**config.mk**
```make
export PLATFORM = sky130hd
export DESIGN_NAME = ahf_fill
export DESIGN_NICKNAME = d
export VERILOG_FILES = /design/src/rtl/ahf_pkg.sv /design/src/rtl/ahf_fill.sv
export SDC_FILE = /design/constraint.sdc
export NUM_CORES = 1
export LEC_CHECK = 0
export BUFFER_PORTS_ARGS = -buffer_cell sky130_fd_sc_hd__buf_4
export CAP_MARGIN = 40
export CORE_ASPECT_RATIO = 0.75
export CORE_UTILIZATION = 38
export CTS_BUF_LIST = sky130_fd_sc_hd__clkbuf_16
export DETAILED_ROUTE_END_ITERATION = 12
export PLACE_DENSITY = 0.71
export SYNTH_ARGS = -nofsm -noshare
export SYNTH_HDL_FRONTEND = slang
export SYNTH_SLANG_ARGS = --single-unit
```
**constraint.sdc**
```tcl
create_clock -name clk -period 8.4 [get_ports clk]
set_input_delay 0.84 -clock clk [delete_from_list [all_inputs] [get_ports clk]]
set_output_delay 0.84 -clock clk [all_outputs]
set_load 0.02 [all_outputs]
```
**src/rtl/ahf_pkg.sv**
```systemverilog
// ----------------------------------------------------------------------------
// ahf_pkg
// Shared types and constants of the 3x3 alpha hole filler.
// ----------------------------------------------------------------------------
package ahf_pkg;

  localparam int MAX_WIDTH_DEF    = 1024;
  localparam int FRAME_WIDTH_RST  = 1024;
  localparam int FRAME_HEIGHT_RST = 1024;
  localparam int ROW_LIMIT        = 1024;

  localparam int CFG_W     = 11;
  localparam int CFG_IDX_W = 1;
  localparam int YW        = 10;
  localparam int CH_W      = 8;
  localparam int CELL_W    = 3 * CH_W + 1;
  localparam int NB_CELLS  = 9;
  localparam int CENTER    = 4;
  localparam int SUM_W     = 11;
  localparam int CNT_W     = 4;
  localparam int STEP_W    = 3;

  localparam logic [CH_W-1:0] WHITE = 8'd255;

  localparam logic CMD_PIXEL = 1'b0;
  localparam logic CMD_DRAIN = 1'b1;

  localparam logic [CFG_IDX_W-1:0] REG_FRAME_WIDTH  = 1'd0;
  localparam logic [CFG_IDX_W-1:0] REG_FRAME_HEIGHT = 1'd1;

  typedef struct packed {
    logic            cmd;
    logic [CH_W-1:0] in_red;
    logic [CH_W-1:0] in_green;
    logic [CH_W-1:0] in_blue;
    logic [CH_W-1:0] in_alpha;
  } ahf_in_t;

  typedef struct packed {
    logic [CH_W-1:0] out_red;
    logic [CH_W-1:0] out_green;
    logic [CH_W-1:0] out_blue;
    logic            frame_end;
  } ahf_out_t;

  typedef struct packed {
    logic            opaque;
    logic [CH_W-1:0] blue;
    logic [CH_W-1:0] green;
    logic [CH_W-1:0] red;
  } ahf_cell_t;

  typedef ahf_cell_t [NB_CELLS-1:0] ahf_nbhd_t;

  typedef struct packed {
    logic      start;
    ahf_nbhd_t nb;
  } ahf_fill_req_t;

  typedef struct packed {
    logic            done;
    logic [CH_W-1:0] red;
    logic [CH_W-1:0] green;
    logic [CH_W-1:0] blue;
  } ahf_fill_res_t;

endpackage

```
**src/rtl/ahf_fill.sv**
```systemverilog
// ----------------------------------------------------------------------------
// ahf_fill
// Hole fill of one 3x3 neighborhood: count and sum of opaque neighbor reds,
// then a restoring divide, one quotient bit per cycle.
// ----------------------------------------------------------------------------
module ahf_fill import ahf_pkg::*; (
  input  logic          clk,
  input  logic          rst_n,
  input  ahf_fill_req_t req,
  output ahf_fill_res_t res
);

  logic              busy_r, busy_nxt;
  logic              done_r, done_nxt;
  logic [STEP_W-1:0] step_r, step_nxt;
  logic [SUM_W-1:0]  rem_r, rem_nxt;
  logic [CNT_W-1:0]  div_r, div_nxt;
  logic [CH_W-1:0]   quo_r, quo_nxt;
  logic              opaque_r, opaque_nxt;
  logic              none_r, none_nxt;
  ahf_cell_t         ctr_r, ctr_nxt;

  logic [SUM_W-1:0]  sum;
  logic [CNT_W-1:0]  cnt;
  logic [SUM_W-1:0]  shifted;
  logic [CH_W-1:0]   fill_val;

  always_comb begin
    sum = '0;
    cnt = '0;
    for (int k = 0; k < NB_CELLS; k++) begin
      if (k != CENTER && req.nb[k].opaque) begin
        sum = sum + SUM_W'(req.nb[k].red);
        cnt = cnt + CNT_W'(1);
      end
    end
  end

  assign shifted = SUM_W'(div_r) << step_r;

  always_comb begin
    busy_nxt   = busy_r;
    done_nxt   = 1'b0;
    step_nxt   = step_r;
    rem_nxt    = rem_r;
    div_nxt    = div_r;
    quo_nxt    = quo_r;
    opaque_nxt = opaque_r;
    none_nxt   = none_r;
    ctr_nxt    = ctr_r;
    if (req.start) begin
      ctr_nxt    = req.nb[CENTER];
      opaque_nxt = req.nb[CENTER].opaque;
      none_nxt   = (cnt == '0);
      rem_nxt    = sum;
      div_nxt    = cnt;
      quo_nxt    = '0;
      step_nxt   = STEP_W'(CH_W - 1);
      if (req.nb[CENTER].opaque || cnt == '0) begin
        busy_nxt = 1'b0;
        done_nxt = 1'b1;
      end else begin
        busy_nxt = 1'b1;
      end
    end else if (busy_r) begin
      if (rem_r >= shifted) begin
        rem_nxt         = rem_r - shifted;
        quo_nxt[step_r] = 1'b1;
      end
      if (step_r == '0) begin
        busy_nxt = 1'b0;
        done_nxt = 1'b1;
      end else begin
        step_nxt = step_r - STEP_W'(1);
      end
    end
  end

  always_ff @(posedge clk) begin
    if (!rst_n) begin
      busy_r <= 1'b0;
      done_r <= 1'b0;
    end else begin
      busy_r <= busy_nxt;
      done_r <= done_nxt;
    end
  end

  always_ff @(posedge clk) begin
    step_r   <= step_nxt;
    rem_r    <= rem_nxt;
    div_r    <= div_nxt;
    quo_r    <= quo_nxt;
    opaque_r <= opaque_nxt;
    none_r   <= none_nxt;
    ctr_r    <= ctr_nxt;
  end

  assign fill_val  = none_r ? WHITE : quo_r;
  assign res.done  = done_r;
  assign res.red   = opaque_r ? ctr_r.red   : fill_val;
  assign res.green = opaque_r ? ctr_r.green : fill_val;
  assign res.blue  = opaque_r ? ctr_r.blue  : fill_val;

endmodule

```
# == Word level (Yosys, flattened, before mapping) ==
# Cells that the tools add are included.
# totals
register_bits,54
in_bits,228
output_inout_bits,25
word_cells,75
# classes
addsub,16
order_cmp,3
shift,1
muxes,33
bitwise,2
n_reduce_logical,9
# op_table
operator,n
$mux W11,8
$add A11 B8 Y11,5
$mux W8,5
$add A4 B1 Y4 const B,6
$mux W4,6
$ge A11 B11 Y1,1
$shl A4 B3 Y11,1
$sub A11 B11 Y11,1
$add A9 B8 Y10,1
$mux W1,10
$mux W10,1
$add A8 B8 Y9,1
$mux W9,1
$or A8 B8 Y8,1
$reduce_and A2 Y1,3
$logic_not A4 Y1,1
$lt A3 B4 Y1 const B,1
$reduce_bool A2 Y1,2
$demux W1 S3,1
$ge A3 B1 Y1 const B,1
$logic_not A3 Y1,1
$sub A3 B1 Y3 const B,1
$add A1 B1 Y2 const B,1
$mux W2,1
other kinds (3),3

# == Logic depth before layout (Yosys ltp) ==
# depth
ltp_word,19
ltp_mapped,43
ltp_nobuf,43

# == Least setup slack after synthesis ==
# No wires, ideal clock.
# synth_path
kind,input to register
from,input req[0] in the netlist's numbering
to,register rem_r[10] (data pin)
setup_time_ns,0.259
t_arrival_ns,8.047
required_time_ns,8.141
path_slack_ns,0.094
stages,38
n_path_buf,0
path_cell_list,and2_1 -> ha_1 -> inv_1 -> fa_1 -> xnor2_1 -> mux2_2 -> ha_1 -> o21ai_0 -> o21bai_1 -> a21oi_2 -> xnor2_1 -> mux2_2 -> ha_1 -> o21a_1 -> nor2_1 -> xnor2_1 -> mux2_2 -> ha_1 -> (+2 left out) -> mux2_2 -> ha_1 -> o21a_1 -> o31ai_1 -> a21boi_0 -> mux2_2 -> ha_1 -> a21boi_0 -> a211oi_1 -> or2_2 -> ha_1 -> nor2b_1 -> o21a_1 -> o21ai_0 -> nand2b_1 -> or2_2 -> o32ai_1 -> or2_1
# synth_between
elab_chain_len,16
# synth_lines
item,line_no,rtl
start: declaration,ahf_fill.sv:9,"input ahf_fill_req_t req,"
$mux W8 (*),ahf_fill.sv:32,if (k != CENTER && req.nb[k].opaque) begin
$add A8 B8 Y9,ahf_fill.sv:33,sum = sum + SUM_W'(req.nb[k].red);
$mux W9 (*),ahf_fill.sv:32,
$add A9 B8 Y10,ahf_fill.sv:33,
$mux W10 (*),ahf_fill.sv:32,
$add A11 B8 Y11,ahf_fill.sv:33,
$mux W11 (*),ahf_fill.sv:32,
$add A11 B8 Y11,ahf_fill.sv:33,
$mux W11 (*),ahf_fill.sv:32,
$add A11 B8 Y11,ahf_fill.sv:33,
$mux W11 (*),ahf_fill.sv:32,
$add A11 B8 Y11,ahf_fill.sv:33,
$mux W11 (*),ahf_fill.sv:32,
$add A11 B8 Y11,ahf_fill.sv:33,
$mux W11 (*),ahf_fill.sv:32,
$mux W11 (*),ahf_fill.sv:51,if (req.start) begin
named net rem_nxt[10],ahf_fill.sv:16,"logic [SUM_W-1:0] rem_r, rem_nxt;"
end signal: assignment,ahf_fill.sv:91,rem_r <= rem_nxt;
end: declaration,ahf_fill.sv:16,
# Mark *: on every way through the listed nets, which the timed path passes. The rest lies on a longest branch.
# A chain may end at the register's enable or synchronous reset.

# == Final worst setup path ==
# layout_path
from,input req[24] in the netlist's numbering
to,register rem_r[10] (data pin)
# The elaborated chain is that of the path after synthesis.

==> results.json <==
{
  "synthToLayoutAreaGrowth_pct": 33.42,
  "stdcell_count": 1162,
  "vias": 6163,
  "switching_power_uw": 949.7,
  "timing.fmax_mhz": 122.7,
  "cpMaxStageDelayCell": "fa_2",
  "power.internal_mw": 1.308,
  "htree_levels": 2,
  "status": "complete, but fails checks",
  "ir_drop_uv": 140.0,
  "synth_edf_count": 41,
  "wl_um": 16580,
  "drt-initial-drc-count": 299,
  "synthMostInstantiatedCell": "inv_1",
  "yosys_warnings": 0,
  "cts_buffers": 5,
  "cp.required_ns": 8.44,
  "p_comb_share_pct": 73.4,
  "synthArstFlopShare_pct": 0,
  "cts_tree": "built",
  "start_kind": "input pin",
  "core_mm2": 0.01632,
  "fin_crit_ns": 8.151,
  "clkSinkCount": 54,
  "fin_crit_sh_pct": 97.04,
  "synth-seq-cells": 54,
  "synth_area_leaders": "edfxtp_1, ha_1, a21oi_1",
  "hp-start": "quo_r[0]$_SDFFE_PP0P_",
  "track_usage_pct": 18.37,
  "worstSetupPathType": "input pin to register",
  "clk_path_buf_depth": 2,
  "synth_cells": 765,
  "critPathTopFamily": "adder cells",
  "pwr-share-clk_pct": 9.4,
  "synth_largest_area_cell": "edfxtp_1",
  "fin_util_pct": 52.99,
  "total_power_mw": 2.258,
  "crit_start": "req[24]",
  "io_pins": 253,
  "cp_max_fo": 4,
  "maxSlewViolCount": 0,
  "worstSetupEndpointType": "register",
  "die-area_mm2": 0.01758,
  "p_leak_nw": 4.004,
  "skew_ns": 0.004968,
  "timing.rr.start": "step_r[0]$_SDFFE_PP1P_",
  "crit_arrival_ns": 8.19,
  "power.density_mw_per_mm2": 261.1,
  "synth_commonest_cells": "inv_1, ha_1, a21oi_1",
  "tightestPinTransition_ns": 0.7992,
  "wire_per_inst_um": 14.27,
  "min_path_type": "register to register",
  "clock_latency_ns": 0.29,
  "grt_start_max_net_pins": 50,
  "synth_nets": 1077,
  "rows": 40,
  "final_antenna_net_count": 0,
  "ys_seq_area_share_pct": 23.02,
  "synthFlopType": "edfxtp_1",
  "slew_headroom_pct": 46.72,
  "portBuffers": 124,
  "synth_cell_types": 75,
  "seqPwrFrac_pct": 17.2,
  "dp.cells": 1145,
  "critPathBufInv": 4,
  "ctsHoldBuffers": 0,
  "vias_per_cell": 5.304,
  "dpl.hpwl_um": 13110,
  "synth_top_cell_area_share_pct": 19.00,
  "switching_share_pct": 42.07,
  "path_clk_slew_ns": 0.07,
  "die_x_um": 152.8,
  "setup_viol": 0,
  "root_buffer": "clkbuf_16",
  "cap_viol_max_count": 0,
  "grt_pass1_wl_um": 26860,
  "initial_utilization_pct": 39.72,
  "final_hold_viol_count": 0,
  "firstDrtPassIters": 8,
  "timing.hold.ws_ns": 0.4768,
  "violations": "design-rule violations",
  "drive_above_1_share_pct": 32.35,
  "drc_errors": 5,
  "final_nets": 1263,
  "grt-ovfl-total": 0,
  "antenna_found_initial": 0,
  "synthesis.area_mm2": 0.006480,
  "die_h_um": 115.1,
  "cpPeakStageDelay_ns": 0.61,
  "syn_avg_cell_area_um2": 8.471,
  "grt_pass1_vias": 5715,
  "place_congestion": 0.8839,
  "num_antenna_cells": 0
}
area by class of cell:
cell class	instances	area, µm²
clock buffer	5	125.1
timing repair buffer	203	1524
tap	210	262.8
fill	1488	7670
multi-input combinational	608	4917
sequential	54	1491
inverter	79	296.5
clock inverter	3	28.78
worst reg2reg max path: cells and delay by family, from the launching register on:
family / cells / cell delay (ns)
and+or+nand+nor: 2 / 0.31
AOI/OAI and AO/OA: 11 / 2.55
adders and majority gates: 1 / 0.24
muxes: 1 / 0.34
DFF: 1 / 0.63
cell families after synthesis:
kind of cell / synth area share, %
flops: 23.02
buf+inv: 6.082
compound gates: 25.97
fa+ha+maj: 17.15
xor+xnor: 8.168
simple gates: 13.98
mux: 5.638
per-stage QoR:
step | setup TNS (ns) | setup slack, ns | area (µm²)
5_1_grt | -0.09730 | -0.09730 | 8646
3_3_place_gp | -0.4843 | -0.2591 | 8102
6_report | 0 | 0.2486 | 8646
4_1_cts | 0 | 0.005682 | 8293
2_1_floorplan | 0 | 0.09356 | 6480
3_5_place_dp | -1.516 | -0.5605 | 8102
worst paths after layout:
| kind | slack, ns | to | depth (start not counted) |
|---|---|---|---|
| max | 0.25 | rem_r[10]$_DFFE_PP_ | 39 |
| min | 0.48 | quo_r[0]$_SDFFE_PP0P_ | 1 |
| max reg2reg | 4.23 | quo_r[7]$_SDFFE_PP0P_ | 15 |
| min reg2reg | 0.48 | quo_r[0]$_SDFFE_PP0P_ | 1 |
layer usage:
metal / vias to the layer above / wire [µm] / global-route usage (%)
li1: 3144 / - / -
met1: 2885 / 8354 / 26.88
met2: 123 / 7579 / 30.49
met3: 11 / 548 / 1.583
met4: 0 / 97 / 1.684
met5: - / 0 / 0
sequential cells by signal (all words and copies together), names as in the netlist:
name      flops
busy_r        1
ctr_r        24
div_r         4
done_r        1
none_r        1
opaque_r      1
quo_r         8
rem_r        11
step_r        3
cell usage in the layout (no fill, tap or decap), types with 12 or more instances in the layout:
master / count
a21o_1: 13
a21oi_1: 55
buf_4: 203
dfxtp_1: 13
edfxtp_1: 41
ha_1: 66
inv_1: 77
mux2_2: 16
nand2_1: 48
nand2b_1: 12
nor2_1: 45
nor2b_1: 12
nor3_1: 12
o21a_1: 25
o21ai_0: 51
xnor2_1: 33
xor2_1: 16
power groups by stage:
stage / Clock [mW] / Sequential [mW] / Combinational (mW)
floorplan: 0 / 0.379 / 1.05
global placement: 0 / 0.391 / 1.47
detailed placement: 0 / 0.393 / 1.51
CTS: 0.217 / 0.388 / 1.53
global route: 0.226 / 0.395 / 1.84
finish: 0.212 / 0.389 / 1.66
timing repair:
item	CTS	global route
setup endpoints to repair	3	4
setup buffers	0	9
pin swaps	0	14
resized for setup	7	69
(Power assumes the default switching activity.)
